`src/hdl/plvs_pkg.sv`:
```
package plvs_pkg;

   localparam int WAYS     = 16;
   localparam int WAY_W    = (WAYS > 1) ? $clog2(WAYS) : 1;
   localparam int CNT_W    = $clog2(WAYS + 1);
   localparam int CORE_W   = 4;
   localparam int REQ_WAY_W = 4;
   localparam int ALLOC_W  = 5;
   localparam int MASK_W   = 16;
   localparam int RSP_WAY_W = 4;
   localparam int CMP_W    = (CNT_W > ALLOC_W) ? CNT_W : ALLOC_W;
   localparam int QDEPTH   = 2;
   localparam int QPTR_W   = (QDEPTH > 1) ? $clog2(QDEPTH) : 1;
   localparam int QCNT_W   = $clog2(QDEPTH + 1);

   localparam logic CMD_TOUCH   = 1'b0;
   localparam logic CMD_REPLACE = 1'b1;

   // classified word handed from the front to the back
   typedef struct packed {
      logic                is_replace;
      logic                touch_ok;
      logic [CORE_W-1:0]   core;
      logic [WAY_W-1:0]    way;
      logic [ALLOC_W-1:0]  alloc;
      logic [MASK_W-1:0]   mask;
   } plvs_item_type;

endpackage

```
`src/hdl/plvs_front.sv`:
```
module plvs_front (
   input  logic                          start,
   input  logic                          q_full,
   input  logic                          req_command,
   input  logic [plvs_pkg::CORE_W-1:0]   req_core_id,
   input  logic [plvs_pkg::REQ_WAY_W-1:0] req_way,
   input  logic [plvs_pkg::ALLOC_W-1:0]  req_allocation,
   input  logic [plvs_pkg::MASK_W-1:0]   req_replaceable_mask,
   output logic                          busy,
   output logic                          push,
   output plvs_pkg::plvs_item_type       push_item
);
   import plvs_pkg::*;

   logic [WAY_W+REQ_WAY_W-1:0] way_x;

   always_comb begin
      way_x = {{WAY_W{1'b0}}, req_way};
      busy  = q_full;
      push  = start && !q_full;
      push_item.is_replace = (req_command == CMD_REPLACE);
      // touches of ways beyond the set are dropped
      push_item.touch_ok   = (way_x < (WAY_W+REQ_WAY_W)'(WAYS));
      push_item.core       = req_core_id;
      push_item.way        = way_x[WAY_W-1:0];
      // zero allocation counts as one
      push_item.alloc      = (req_allocation == '0) ? ALLOC_W'(1) : req_allocation;
      push_item.mask       = req_replaceable_mask;
   end

endmodule

```
`src/hdl/plvs_queue.sv`:
```
module plvs_queue (
   input  logic                    clock,
   input  logic                    reset,
   input  logic                    push,
   input  plvs_pkg::plvs_item_type push_item,
   input  logic                    pop,
   output logic                    full,
   output logic                    not_empty,
   output plvs_pkg::plvs_item_type head
);
   import plvs_pkg::*;

   plvs_item_type       q_ff [QDEPTH];
   logic [QPTR_W-1:0]   wr_ptr_ff, wr_ptr_in;
   logic [QPTR_W-1:0]   rd_ptr_ff, rd_ptr_in;
   logic [QCNT_W-1:0]   cnt_ff, cnt_in;
   logic                do_push, do_pop;

   always_comb begin
      full      = (cnt_ff == QCNT_W'(QDEPTH));
      not_empty = (cnt_ff != '0);
      head      = q_ff[rd_ptr_ff];
      do_push   = push && !full;
      do_pop    = pop && not_empty;
      wr_ptr_in = wr_ptr_ff;
      rd_ptr_in = rd_ptr_ff;
      cnt_in    = cnt_ff;
      if (do_push) begin
         wr_ptr_in = (wr_ptr_ff == QPTR_W'(QDEPTH-1)) ? '0 : wr_ptr_ff + QPTR_W'(1);
      end
      if (do_pop) begin
         rd_ptr_in = (rd_ptr_ff == QPTR_W'(QDEPTH-1)) ? '0 : rd_ptr_ff + QPTR_W'(1);
      end
      if (do_push && !do_pop) begin
         cnt_in = cnt_ff + QCNT_W'(1);
      end else if (do_pop && !do_push) begin
         cnt_in = cnt_ff - QCNT_W'(1);
      end
   end

   always_ff @(posedge clock) begin
      if (reset) begin
         wr_ptr_ff <= '0;
         rd_ptr_ff <= '0;
         cnt_ff    <= '0;
      end else begin
         wr_ptr_ff <= wr_ptr_in;
         rd_ptr_ff <= rd_ptr_in;
         cnt_ff    <= cnt_in;
      end
   end

   always_ff @(posedge clock) begin
      if (do_push) begin
         q_ff[wr_ptr_ff] <= push_item;
      end
   end

endmodule

```
`src/hdl/plvs_back.sv`:
```
module plvs_back (
   input  logic                           clock,
   input  logic                           reset,
   input  logic                           q_not_empty,
   input  plvs_pkg::plvs_item_type        q_head,
   output logic                           pop,
   output logic                           rsp_strobe,
   output logic [plvs_pkg::RSP_WAY_W-1:0] rsp_victim_way,
   output logic                           rsp_victim_found
);
   import plvs_pkg::*;

   typedef enum logic [2:0] {
      ST_IDLE    = 3'b001,
      ST_SCAN    = 3'b010,
      ST_PROMOTE = 3'b100
   } state_type;

   state_type            state_ff, state_in;
   plvs_item_type        cur_ff, cur_in;
   logic [WAY_W-1:0]     scan_idx_ff, scan_idx_in;
   logic [CNT_W-1:0]     count_ff, count_in;
   logic [WAY_W-1:0]     own_rank_ff, own_rank_in;
   logic [WAY_W-1:0]     own_idx_ff, own_idx_in;
   logic [WAY_W-1:0]     oth_rank_ff, oth_rank_in;
   logic [WAY_W-1:0]     oth_idx_ff, oth_idx_in;
   logic [WAY_W-1:0]     prom_way_ff, prom_way_in;
   logic                 found_ff, found_in;
   logic [WAY_W-1:0]     rank_ff [WAYS];
   logic [WAY_W-1:0]     rank_in [WAYS];
   logic [CORE_W-1:0]    owner_ff [WAYS];
   logic [CORE_W-1:0]    owner_in [WAYS];
   logic                 rsp_valid_ff, rsp_valid_in;
   logic [RSP_WAY_W-1:0] rsp_way_ff, rsp_way_in;
   logic                 rsp_found_ff, rsp_found_in;

   logic [WAY_W-1:0]        rd_idx;
   logic [WAY_W-1:0]        rd_rank;
   logic [CORE_W-1:0]       rd_owner;
   logic [WAY_W+MASK_W-1:0] idx_x;
   logic [WAY_W+RSP_WAY_W-1:0] vic_x;
   logic                    can, mine, steal_own;
   logic [WAY_W-1:0]        sel_rank, sel_idx;

   always_comb begin
      state_in     = state_ff;
      cur_in       = cur_ff;
      scan_idx_in  = scan_idx_ff;
      count_in     = count_ff;
      own_rank_in  = own_rank_ff;
      own_idx_in   = own_idx_ff;
      oth_rank_in  = oth_rank_ff;
      oth_idx_in   = oth_idx_ff;
      prom_way_in  = prom_way_ff;
      found_in     = found_ff;
      rank_in      = rank_ff;
      owner_in     = owner_ff;
      rsp_valid_in = 1'b0;
      rsp_way_in   = rsp_way_ff;
      rsp_found_in = rsp_found_ff;
      pop          = 1'b0;

      // single read port: scan walks the ways, promote looks at its own way
      rd_idx   = (state_ff == ST_SCAN) ? scan_idx_ff : prom_way_ff;
      rd_rank  = rank_ff[rd_idx];
      rd_owner = owner_ff[rd_idx];

      idx_x = {{MASK_W{1'b0}}, scan_idx_ff};
      can   = (idx_x < (WAY_W+MASK_W)'(MASK_W)) && cur_ff.mask[idx_x[$clog2(MASK_W)-1:0]];
      mine  = (rd_owner == cur_ff.core);
      steal_own = 1'b0;
      sel_rank  = '0;
      sel_idx   = '0;
      vic_x     = {{RSP_WAY_W{1'b0}}, prom_way_ff};

      case (state_ff)
         ST_IDLE: begin
            if (q_not_empty) begin
               pop    = 1'b1;
               cur_in = q_head;
               if (q_head.is_replace) begin
                  scan_idx_in = '0;
                  count_in    = '0;
                  own_rank_in = '0;
                  own_idx_in  = '0;
                  oth_rank_in = '0;
                  oth_idx_in  = '0;
                  state_in    = ST_SCAN;
               end else if (q_head.touch_ok) begin
                  prom_way_in = q_head.way;
                  found_in    = 1'b0;
                  state_in    = ST_PROMOTE;
               end else begin
                  rsp_valid_in = 1'b1;
                  rsp_way_in   = '0;
                  rsp_found_in = 1'b0;
               end
            end
         end
         ST_SCAN: begin
            // track the oldest candidate on both sides, decide at the end
            if (mine) begin
               count_in = count_ff + CNT_W'(1);
            end
            if (can && mine && (rd_rank > own_rank_ff)) begin
               own_rank_in = rd_rank;
               own_idx_in  = scan_idx_ff;
            end
            if (can && !mine && (rd_rank > oth_rank_ff)) begin
               oth_rank_in = rd_rank;
               oth_idx_in  = scan_idx_ff;
            end
            if (scan_idx_ff == WAY_W'(WAYS-1)) begin
               steal_own   = (CMP_W'(count_in) >= CMP_W'(cur_ff.alloc));
               sel_rank    = steal_own ? own_rank_in : oth_rank_in;
               sel_idx     = steal_own ? own_idx_in : oth_idx_in;
               prom_way_in = sel_idx;
               found_in    = (sel_rank != '0);
               state_in    = ST_PROMOTE;
            end else begin
               scan_idx_in = scan_idx_ff + WAY_W'(1);
            end
         end
         ST_PROMOTE: begin
            for (int i = 0; i < WAYS; i++) begin
               if (WAY_W'(i) == prom_way_ff) begin
                  rank_in[i] = '0;
               end else if (rank_ff[i] < rd_rank) begin
                  rank_in[i] = rank_ff[i] + WAY_W'(1);
               end
            end
            if (cur_ff.is_replace) begin
               owner_in[prom_way_ff] = cur_ff.core;
            end
            rsp_valid_in = 1'b1;
            rsp_way_in   = cur_ff.is_replace ? vic_x[RSP_WAY_W-1:0] : '0;
            rsp_found_in = cur_ff.is_replace && found_ff;
            state_in     = ST_IDLE;
         end
         default: begin
            state_in = ST_IDLE;
         end
      endcase

      rsp_strobe       = rsp_valid_ff;
      rsp_victim_way   = rsp_way_ff;
      rsp_victim_found = rsp_found_ff;
   end

   always_ff @(posedge clock) begin
      if (reset) begin
         state_ff     <= ST_IDLE;
         rsp_valid_ff <= 1'b0;
         for (int i = 0; i < WAYS; i++) begin
            rank_ff[i]  <= WAY_W'(i);
            owner_ff[i] <= '0;
         end
      end else begin
         state_ff     <= state_in;
         rsp_valid_ff <= rsp_valid_in;
         rank_ff      <= rank_in;
         owner_ff     <= owner_in;
      end
   end

   always_ff @(posedge clock) begin
      cur_ff       <= cur_in;
      scan_idx_ff  <= scan_idx_in;
      count_ff     <= count_in;
      own_rank_ff  <= own_rank_in;
      own_idx_ff   <= own_idx_in;
      oth_rank_ff  <= oth_rank_in;
      oth_idx_ff   <= oth_idx_in;
      prom_way_ff  <= prom_way_in;
      found_ff     <= found_in;
      rsp_way_ff   <= rsp_way_in;
      rsp_found_ff <= rsp_found_in;
   end

   a_pop_only_idle: assert property (@(posedge clock) disable iff (reset)
      pop |-> (state_ff == ST_IDLE))
      else $error("queue popped while a word is in progress");

   a_scan_continues: assert property (@(posedge clock) disable iff (reset)
      (state_ff == ST_SCAN) && (scan_idx_ff != WAY_W'(WAYS-1)) |=> (state_ff == ST_SCAN))
      else $error("scan left before the last way");

   a_promoted_is_newest: assert property (@(posedge clock) disable iff (reset)
      (state_ff == ST_PROMOTE) |=> (rank_ff[$past(prom_way_ff)] == '0))
      else $error("promoted way is not most recent");

   a_found_from_replace: assert property (@(posedge clock) disable iff (reset)
      rsp_valid_ff && rsp_found_ff |-> $past((state_ff == ST_PROMOTE) && cur_ff.is_replace))
      else $error("victim found flagged on a touch");

endmodule

```
`src/hdl/partitioned_lru_victim_select_top.sv`:
```
// Way-partitioned LRU replacement for one cache set. Each start with busy low
// takes one word into a two-entry queue; busy is high while that queue is full.
// Words are executed in order and each gives exactly one response, shown for a
// single cycle with rsp_strobe high; the receiver cannot hold it off. A touch
// is issued and then promoted once at the head of the queue (a touch of a way
// outside the set answers at issue); a replace is issued, walks the rank and owner
// scan one way per cycle, and then promotes the victim and hands it to the
// requester. The response is registered and shown in the cycle after that.
module partitioned_lru_victim_select_top (
   input  logic                            clock,
   input  logic                            reset,
   input  logic                            start,
   output logic                            busy,
   input  logic                            req_command,
   input  logic [plvs_pkg::CORE_W-1:0]     req_core_id,
   input  logic [plvs_pkg::REQ_WAY_W-1:0]  req_way,
   input  logic [plvs_pkg::ALLOC_W-1:0]    req_allocation,
   input  logic [plvs_pkg::MASK_W-1:0]     req_replaceable_mask,
   output logic                            rsp_strobe,
   output logic [plvs_pkg::RSP_WAY_W-1:0]  rsp_victim_way,
   output logic                            rsp_victim_found
);
   import plvs_pkg::*;

   logic          q_full, q_not_empty, push, pop;
   plvs_item_type push_item, q_head;

   plvs_front u_front (
      .start                (start),
      .q_full               (q_full),
      .req_command          (req_command),
      .req_core_id          (req_core_id),
      .req_way              (req_way),
      .req_allocation       (req_allocation),
      .req_replaceable_mask (req_replaceable_mask),
      .busy                 (busy),
      .push                 (push),
      .push_item            (push_item)
   );

   plvs_queue u_queue (
      .clock     (clock),
      .reset     (reset),
      .push      (push),
      .push_item (push_item),
      .pop       (pop),
      .full      (q_full),
      .not_empty (q_not_empty),
      .head      (q_head)
   );

   plvs_back u_back (
      .clock            (clock),
      .reset            (reset),
      .q_not_empty      (q_not_empty),
      .q_head           (q_head),
      .pop              (pop),
      .rsp_strobe       (rsp_strobe),
      .rsp_victim_way   (rsp_victim_way),
      .rsp_victim_found (rsp_victim_found)
   );

endmodule

```
`config.mk`:
```
export PLATFORM = sky130hd
export DESIGN_NAME = partitioned_lru_victim_select_top
export DESIGN_NICKNAME = d
export VERILOG_FILES = /design/src/hdl/plvs_pkg.sv /design/src/hdl/plvs_front.sv /design/src/hdl/plvs_queue.sv /design/src/hdl/plvs_back.sv /design/src/hdl/partitioned_lru_victim_select_top.sv
export SDC_FILE = /design/constraint.sdc
export NUM_CORES = 1
export LEC_CHECK = 0
export BUFFER_PORTS_ARGS = -buffer_cell sky130_fd_sc_hd__buf_4
export CORE_MARGIN = 10
export CORE_UTILIZATION = 68
export DETAILED_ROUTE_END_ITERATION = 10
export HOLD_SLACK_MARGIN = 0.08
export PLACE_DENSITY = 0.95
export SLEW_MARGIN = 10
export SYNTH_ARGS = -nofsm -noshare
export SYNTH_HDL_FRONTEND = slang
export SYNTH_SLANG_ARGS = --single-unit
```
`constraint.sdc`:
```
create_clock -name clock -period 8.6 [get_ports clock]
set_input_delay 0.43 -clock clock [delete_from_list [all_inputs] [get_ports clock]]
set_output_delay 0.43 -clock clock [all_outputs]
set_load 0.01 [all_outputs]
```
# Yosys cells after proc, flatten, opt, wreduce, memory -nomap -nowiden
# Memory sizes are Yosys's and may differ from the RTL's. A register that Yosys moved wholly into a read port is not among the register bits.
# Cells that the tools add are included.
dict set report op_classes {
  n_addsub 22
  n_lt_le_gt_ge 23
  eq_ne 29
  n_mux 104
  n_bitwise 2
  reduce_logical 61
}
# op n
set op_table {}
lappend op_table {{4-bit 2-to-1 mux} 57}
lappend op_table {{4-bit by 1-bit adder with 4-bit output (second input constant)} 17}
lappend op_table {{64-bit bitwise mux} 1}
lappend op_table {{4-bit < comparator} 16}
lappend op_table {{4-bit case mux with 2 select lines} 7}
lappend op_table {{2-bit nonzero test} 20}
lappend op_table {{2-bit AND reduction} 18}
lappend op_table {{4-bit binary-select mux with 4-bit select} 2}
lappend op_table {{4-bit == test (first input constant)} 8}
lappend op_table {{5-bit 2-to-1 mux} 5}
lappend op_table {{1-bit 2-to-1 mux} 19}
lappend op_table {{4-bit demux with 4-bit select} 1}
lappend op_table {{3-bit by 4-bit == test with 1-bit output (first input constant)} 4}
lappend op_table {{3-bit 2-to-1 mux} 4}
lappend op_table {{1-bit logical AND} 11}
lappend op_table {{5-bit >= comparator (second input constant)} 2}
lappend op_table {{2-bit inequality test (second input constant)} 5}
lappend op_table {{4-bit NOT with 5-bit output} 2}
lappend op_table {{5-bit case mux with 2 select lines} 1}
lappend op_table {{2-bit by 4-bit == test with 1-bit output (first input constant)} 2}
lappend op_table {{4-bit > comparator} 2}
lappend op_table {{4-bit AND reduction} 2}
lappend op_table {{1-bit case mux with 2 select lines} 3}
lappend op_table {{3-bit case mux with 2 select lines} 1}
lappend op_table {{other kinds (24)} 31}
dict set report word_totals {
  reg_bits 197
  ram_bits 60
  inputBits 33
  out_inout_bits 7
  wordCells 293
  memories 1
}
# memory depth word_bits read_ports rd_clocked_by_memory_dff wr line_no
set mem_list {}
lappend mem_list {u_queue.q_ff 2 30 1 1 1 plvs_queue.sv:13} ;# plvs_item_type q_ff [QDEPTH];

# Longest topological paths before layout
dict set report depth {
  word_depth 16
  mapped_depth 21
  ltp_nobuf 18
}

# Hierarchy
# A second synthesis with hierarchy kept.
dict set report hier_totals {
  cells_unflattened 1418
  hier_area_um2 14173.6
}
# module n_inst cells_per_inst area_per_inst_um2 seq_area_each_um2
set by_module_without_submodules {}
lappend by_module_without_submodules {plvs_back 1 1262 11479.8 4474.3}
lappend by_module_without_submodules {plvs_queue 1 121 2446.1 1961.9}
lappend by_module_without_submodules {plvs_front 1 35 247.7 0.0}

# Worst setup path before layout
# Ideal clock, no wire load.
dict set report synth_timing {
  path_kind {reg2reg}
  from {reg u_back.state_ff[1]}
  to {reg u_back.rank_ff[23] in the netlist's numbering}
  setup_time_ns 0.122
  arrival_ns 4.042
  t_required_ns 8.478
  setup_slack_ns 4.436
  path_stages_with_launch 19
  path_buffers 4
  period_less_slack_ns 4.164
  path_cell_list {dfxtp_1 -> or3b_4 -> buf_6 -> a21oi_4 -> buf_4 -> buf_6 -> buf_4 -> nand2_1 -> a311oi_1 -> a31oi_1 -> a21oi_1 -> inv_1 -> ha_1 -> a21o_1 -> a21oi_1 -> o21a_1 -> and4_1 -> o21ai_1 -> a221o_1}
}
dict set report synth_via {
  elab_chain_cells 9
  word_cells_on_any_way 10
  cone_classes {order compare (1); eq/ne (2); mux (4); bitwise (1); reduce/logical (2)}
}
# item line_no
set synth_rtl {}
lappend synth_rtl {{from (decl)} plvs_back.sv:19} ;# state_type state_ff, state_in;
lappend synth_rtl {{from (signal assigned)} plvs_back.sv:159} ;# state_ff <= state_in;
lappend synth_rtl {{3-bit by 2-bit == test with 1-bit output} --}
lappend synth_rtl {{4-bit 2-to-1 mux} plvs_back.sv:64} ;# rd_idx = (state_ff == ST_SCAN) ? scan_idx_ff : prom_way_ff;
lappend synth_rtl {{4-bit NOT with 5-bit output (not written as such)} plvs_back.sv:65} ;# rd_rank = rank_ff[rd_idx];
lappend synth_rtl {{4-bit binary-select mux with 4-bit select} plvs_back.sv:65}
lappend synth_rtl {{4-bit 2-to-1 mux (not written as such) (2 in a row)} plvs_back.sv:65}
lappend synth_rtl {{4-bit < comparator} plvs_back.sv:128} ;# end else if (rank_ff[i] < rd_rank) begin
lappend synth_rtl {{2-bit nonzero test (no source line)} --}
lappend synth_rtl {{2-bit AND reduction (no source line) *} --}
lappend synth_rtl {{to (signal, indexed assignment)} plvs_back.sv:155} ;# rank_ff[i] <= WAY_W'(i);
lappend synth_rtl {{to (signal assigned)} plvs_back.sv:161} ;# rank_ff <= rank_in;
lappend synth_rtl {{to (decl)} plvs_back.sv:29} ;# logic [WAY_W-1:0] rank_ff [WAYS];
# Mark *: on every way between the ends. The rest lies on a longest branch, timed or not. The select of a mux whose other input is x is not followed.
# A chain may end at the register's enable or synchronous reset.

# Worst setup path after layout
dict set report layout_timing {
  from {reg u_back.state_ff[2]}
  to {reg u_back.prom_way_ff[3], data pin}
}
dict set report layout_via {
  elab_chain_cells 14
  word_cells_on_any_way 26
  cone_classes {order compare (3); eq/ne (3); mux (14); bitwise (1); reduce/logical (5)}
}
# item line_no
set layout_rtl {}
lappend layout_rtl {{branches (longest 13 deep; another with 5-bit >= comparator)} --}
lappend layout_rtl {{4-bit case mux with 2 select lines *} plvs_back.sv:76} ;# case (state_ff)
lappend layout_rtl {{via u_back.prom_way_in[3]} plvs_back.sv:27} ;# logic [WAY_W-1:0] prom_way_ff, prom_way_in;
lappend layout_rtl {{to (signal assigned)} plvs_back.sv:174} ;# prom_way_ff <= prom_way_in;
lappend layout_rtl {{to (decl)} plvs_back.sv:27}
# Mark *: on every way through the listed nets, which the timed path passes. The select of a mux whose other input is x is not followed.

==> results.py <==
metrics = {
    "clocking": {
        "cts_max_path_buffers": 3,
        "clkTransAtPathRegs_ps": 80,
        "clockRootBuffer": "clkbuf_16",
        "cts_sinks": 258,
        "htreeDepth": 1,
        "cts_buffers": 25,
        "cts_setup_buffers": 0,
        "cts_tree": "done",
        "worstSkewPairLatency_ps": 560,
    },
    "worst_hold_path": {
        "holdCritPathClass": "in2reg",
    },
    "flow_run": {
        "maxCapViolCount": 0,
    },
    "floorplanning": {
        "die_h_um": 162,
        "io_pins": 40,
        "num_rows": 51,
        "dieArea_mm2": 0.0263,
        "core-area_mm2": 0.0197,
        "fp.dieW_um": 162,
        "start_util_pct": 70.0,
    },
    "synthesis": {
        "yosys_warnings": 0,
        "synth.cell_area_mm2": 0.0138,
        "synthArstFlopShare_pct": 0,
        "syn_inst": 1393,
        "synthFlopType": "dfxtp_1",
        "synth_nets": 1506,
        "synth_edf_count": 121,
        "synth.distinct_cells": 75,
        "yosys_register_bits": 258,
        "ys_seq_area_share_pct": 46.3,
        "syn_area_per_cell_um2": 9.88,
    },
    "sta": {
        "timing.final.hold_violations": 0,
        "min_period_over_period_pct": 74.1,
        "fmax_ghz": 0.157,
        "grt_setup_unrepaired": "no",
        "maxSlewViolCount": 0,
        "whs_ps": 83.5,
        "fin_crit_ps": 6370,
        "worst_slew_pin_slew_ps": 1360,
        "fin_tns_setup_ps": 0,
        "skew_ps": 16.9,
        "setup_viol": 0,
        "slew_headroom_pct": 8.51,
    },
    "pwr": {
        "clkPwrFrac_pct": 25.8,
        "vdd_drop_max_uv": 252,
        "p_leak_nw": 5.73,
        "power.internal_w": 0.00275,
        "power_switching_w": 0.00179,
        "swShare_pct": 39.4,
        "combPwrFrac_pct": 35.7,
        "pwr-share-seq_pct": 38.4,
        "power_density_mw_per_mm2": 298,
    },
    "cells_and_area": {
        "design_area_mm2": 0.0152,
        "mostFrequentLayoutCell": "nand2_1",
        "syn_to_final_growth_pct": 10.7,
        "antenna_cells": 0,
        "most-common-layout-cells": "nand2_1, dfxtp_1, nor2_1",
        "final_net_count": 1530,
        "layout-drive-gt1-share_pct": 10.9,
    },
    "grt": {
        "grt_pass1_vias": 11900,
        "track_usage_pct": 30.5,
        "grt_max_degree": 96,
        "grt-ovfl-total": 0,
        "grt_pass1_wl_mm": 64.8,
        "antenna_found_initial": 0,
    },
    "route": {
        "ant_nets": 0,
        "drc": 0,
        "wire_per_inst_um": 24.2,
        "via_per_inst": 7.13,
        "drt-total-wl_mm": 41.1,
        "vias": 12100,
        "firstDrtPassIters": 7,
        "drt-initial-drc-count": 1759,
    },
    "setup_path": {
        "crit_chain": "or3b_4 -> a21o_4 -> mux2i_1 -> mux2i_1 -> a2111oi_0 -> or3_1 -> nand4_1 -> nor2_1 -> mux2_1 -> ha_1 -> a21oi_1 -> nor2b_1 -> o21ai_0 -> nand2b_1 -> a21oi_1 -> nand2b_1 -> o221ai_1",
        "cp.required_ps": 8880,
        "cp-end-kind": "flip-flop",
        "worst-r2r-setup-slack_ps": 2230,
        "crit_path_start_kind": "flip-flop",
        "critPathMaxStageDelay_ps": 750,
        "cpMaxStageDelayCell": "a2111oi_0",
        "arrival_ps": 6650,
        "worstSetupPathType": "reg2reg",
        "path_max_fanout": 40,
    },
    "status": {
        "status": "complete, no violations",
    },
    "place": {
        "port_buffers": 39,
        "dp.final_hpwl_mm": 24.0,
        "gp_congestion": 0.934,
        "postPlaceCellArea_mm2": 0.0141,
    },
}
## power groups by stage
stage	clock network, W	logic [W]	registers [W]
final	0.00117	0.00162	0.00174
after global routing	0.00121	0.00175	0.00175
after CTS	0.00115	0.00156	0.00171
after detailed placement	0	0.00150	0.00173
after global placement	0	0.00140	0.00171
after floorplan	0	0.00123	0.00158
## stage by stage
step | utilization [%] | instances | worst slack [ps] | power [W]
3_5_place_dp | 71.7 | 1628 | 3120 | 0.00323
5_1_grt | 77.5 | 1701 | 1900 | 0.00471
4_1_cts | 77.3 | 1699 | 2890 | 0.00443
6_report | 77.5 | 1701 | 2230 | 0.00454
2_1_floorplan | - | 1393 | 4440 | 0.00282
3_3_place_gp | 71.7 | 1628 | 3310 | 0.00311
## synthesized netlist by cell type, drive strengths merged, types with 5 or more instances
cell / n / area [µm²]
a211oi: 8 / 65.1
a21o: 16 / 128
a21oi: 87 / 469
a221o: 14 / 140
a311oi: 9 / 78.8
a31oi: 13 / 81.3
a32oi: 8 / 70.1
and2: 7 / 43.8
and3: 16 / 100
buf: 30 / 193
clkbuf: 51 / 191
dfxtp: 137 / 2740
edfxtp: 121 / 3630
ha: 80 / 1000
inv: 32 / 120
mux2: 37 / 424
mux2i: 71 / 723
mux4: 5 / 113
nand2: 177 / 664
nand2b: 12 / 75.1
nand3: 99 / 495
nand4: 15 / 93.8
nor2: 134 / 503
nor2b: 9 / 56.3
nor3: 37 / 205
nor3b: 5 / 47.5
nor4: 5 / 31.3
o211ai: 6 / 45.0
o21a: 9 / 70.1
o21ai: 50 / 250
o221ai: 6 / 52.6
o311ai: 10 / 95.1
or3: 5 / 31.3
xnor2: 9 / 78.8
xor2: 17 / 156
## final cells by class
class | instances | area, µm²
clock inverters | 14 | 160
well taps | 265 | 332
inverters | 32 | 120
multi-input cells | 1022 | 6890
flip-flops and latches | 258 | 6380
clock buffers | 32 | 693
fillers | 1127 | 4430
repair buffers | 78 | 653
## registers in the layout, indices dropped and copies added (netlist names), named ones only
| register | cells |
|---|---|
| u_back.scan_idx_ff | 4 |
| u_back.prom_way_ff | 4 |
| u_queue.wr_ptr_ff | 1 |
| u_back.found_ff | 1 |
| u_queue.cnt_ff | 2 |
| u_back.owner_ff | 64 |
| u_back.cur_ff | 26 |
| u_back.state_ff | 3 |
| u_back.rank_ff | 64 |
| u_queue.q_ff | 60 |
| u_back.oth_rank_ff | 4 |
| u_back.own_idx_ff | 4 |
| u_back.rsp_strobe | 1 |
| u_back.oth_idx_ff | 4 |
| u_back.count_ff | 5 |
| u_back.rsp_victim_found | 1 |
| u_queue.rd_ptr_ff | 1 |
| u_back.rsp_victim_way | 4 |
| u_back.own_rank_ff | 4 |
## logic make-up after synthesis
group                    count (synthesis)  synth area share, %
AO/OA/AOI/OAI                          270                 13.9
XOR/XNOR                                26                 1.71
adder cells (fa/ha/maj)                 80                 7.27
buffers and inverters                  113                 3.66
flip-flops                             258                 46.3
multiplexers                           113                 9.16
AND/OR/NAND/NOR                        533                 17.9
## repair_timing
item / CTS / global route
gates resized for setup: 0 / 0
hold endpoints to repair: 48 / 4
hold buffers: 25 / 2
## routing by layer
layer | up-vias | global-route usage [%] | share of wire, %
li1 | 5182 | - | -
met1 | 5614 | 33.7 | 33
met2 | 987 | 50.0 | 47
met3 | 338 | 8.27 | 11
met4 | 0 | 21.4 | 8.3
met5 | - | 0 | 0
## worst paths after layout
| path | startpoint | to | cells past startpoint |
|---|---|---|---|
| setup / recovery | u_back.state_ff[2] | u_back.prom_way_ff[3] | 17 |
| setup reg to reg | u_back.state_ff[2] | u_back.prom_way_ff[3] | 17 |
| hold reg to reg | u_back.owner_ff[21] | u_back.owner_ff[21] | 2 |
| hold / removal | req_command | u_queue.q_ff[0][29] | 1 |
## worst max-delay path: cells and delay by family, from the launching register on
family                   cells  cell delay [ps]
adder cells (fa/ha/maj)      1              310
flip-flops                   1              490
AO/OA/AOI/OAI                6             2010
AND/OR/NAND/NOR              7             1880
multiplexers                 3             1360
Power figures use the tool's default switching activity.
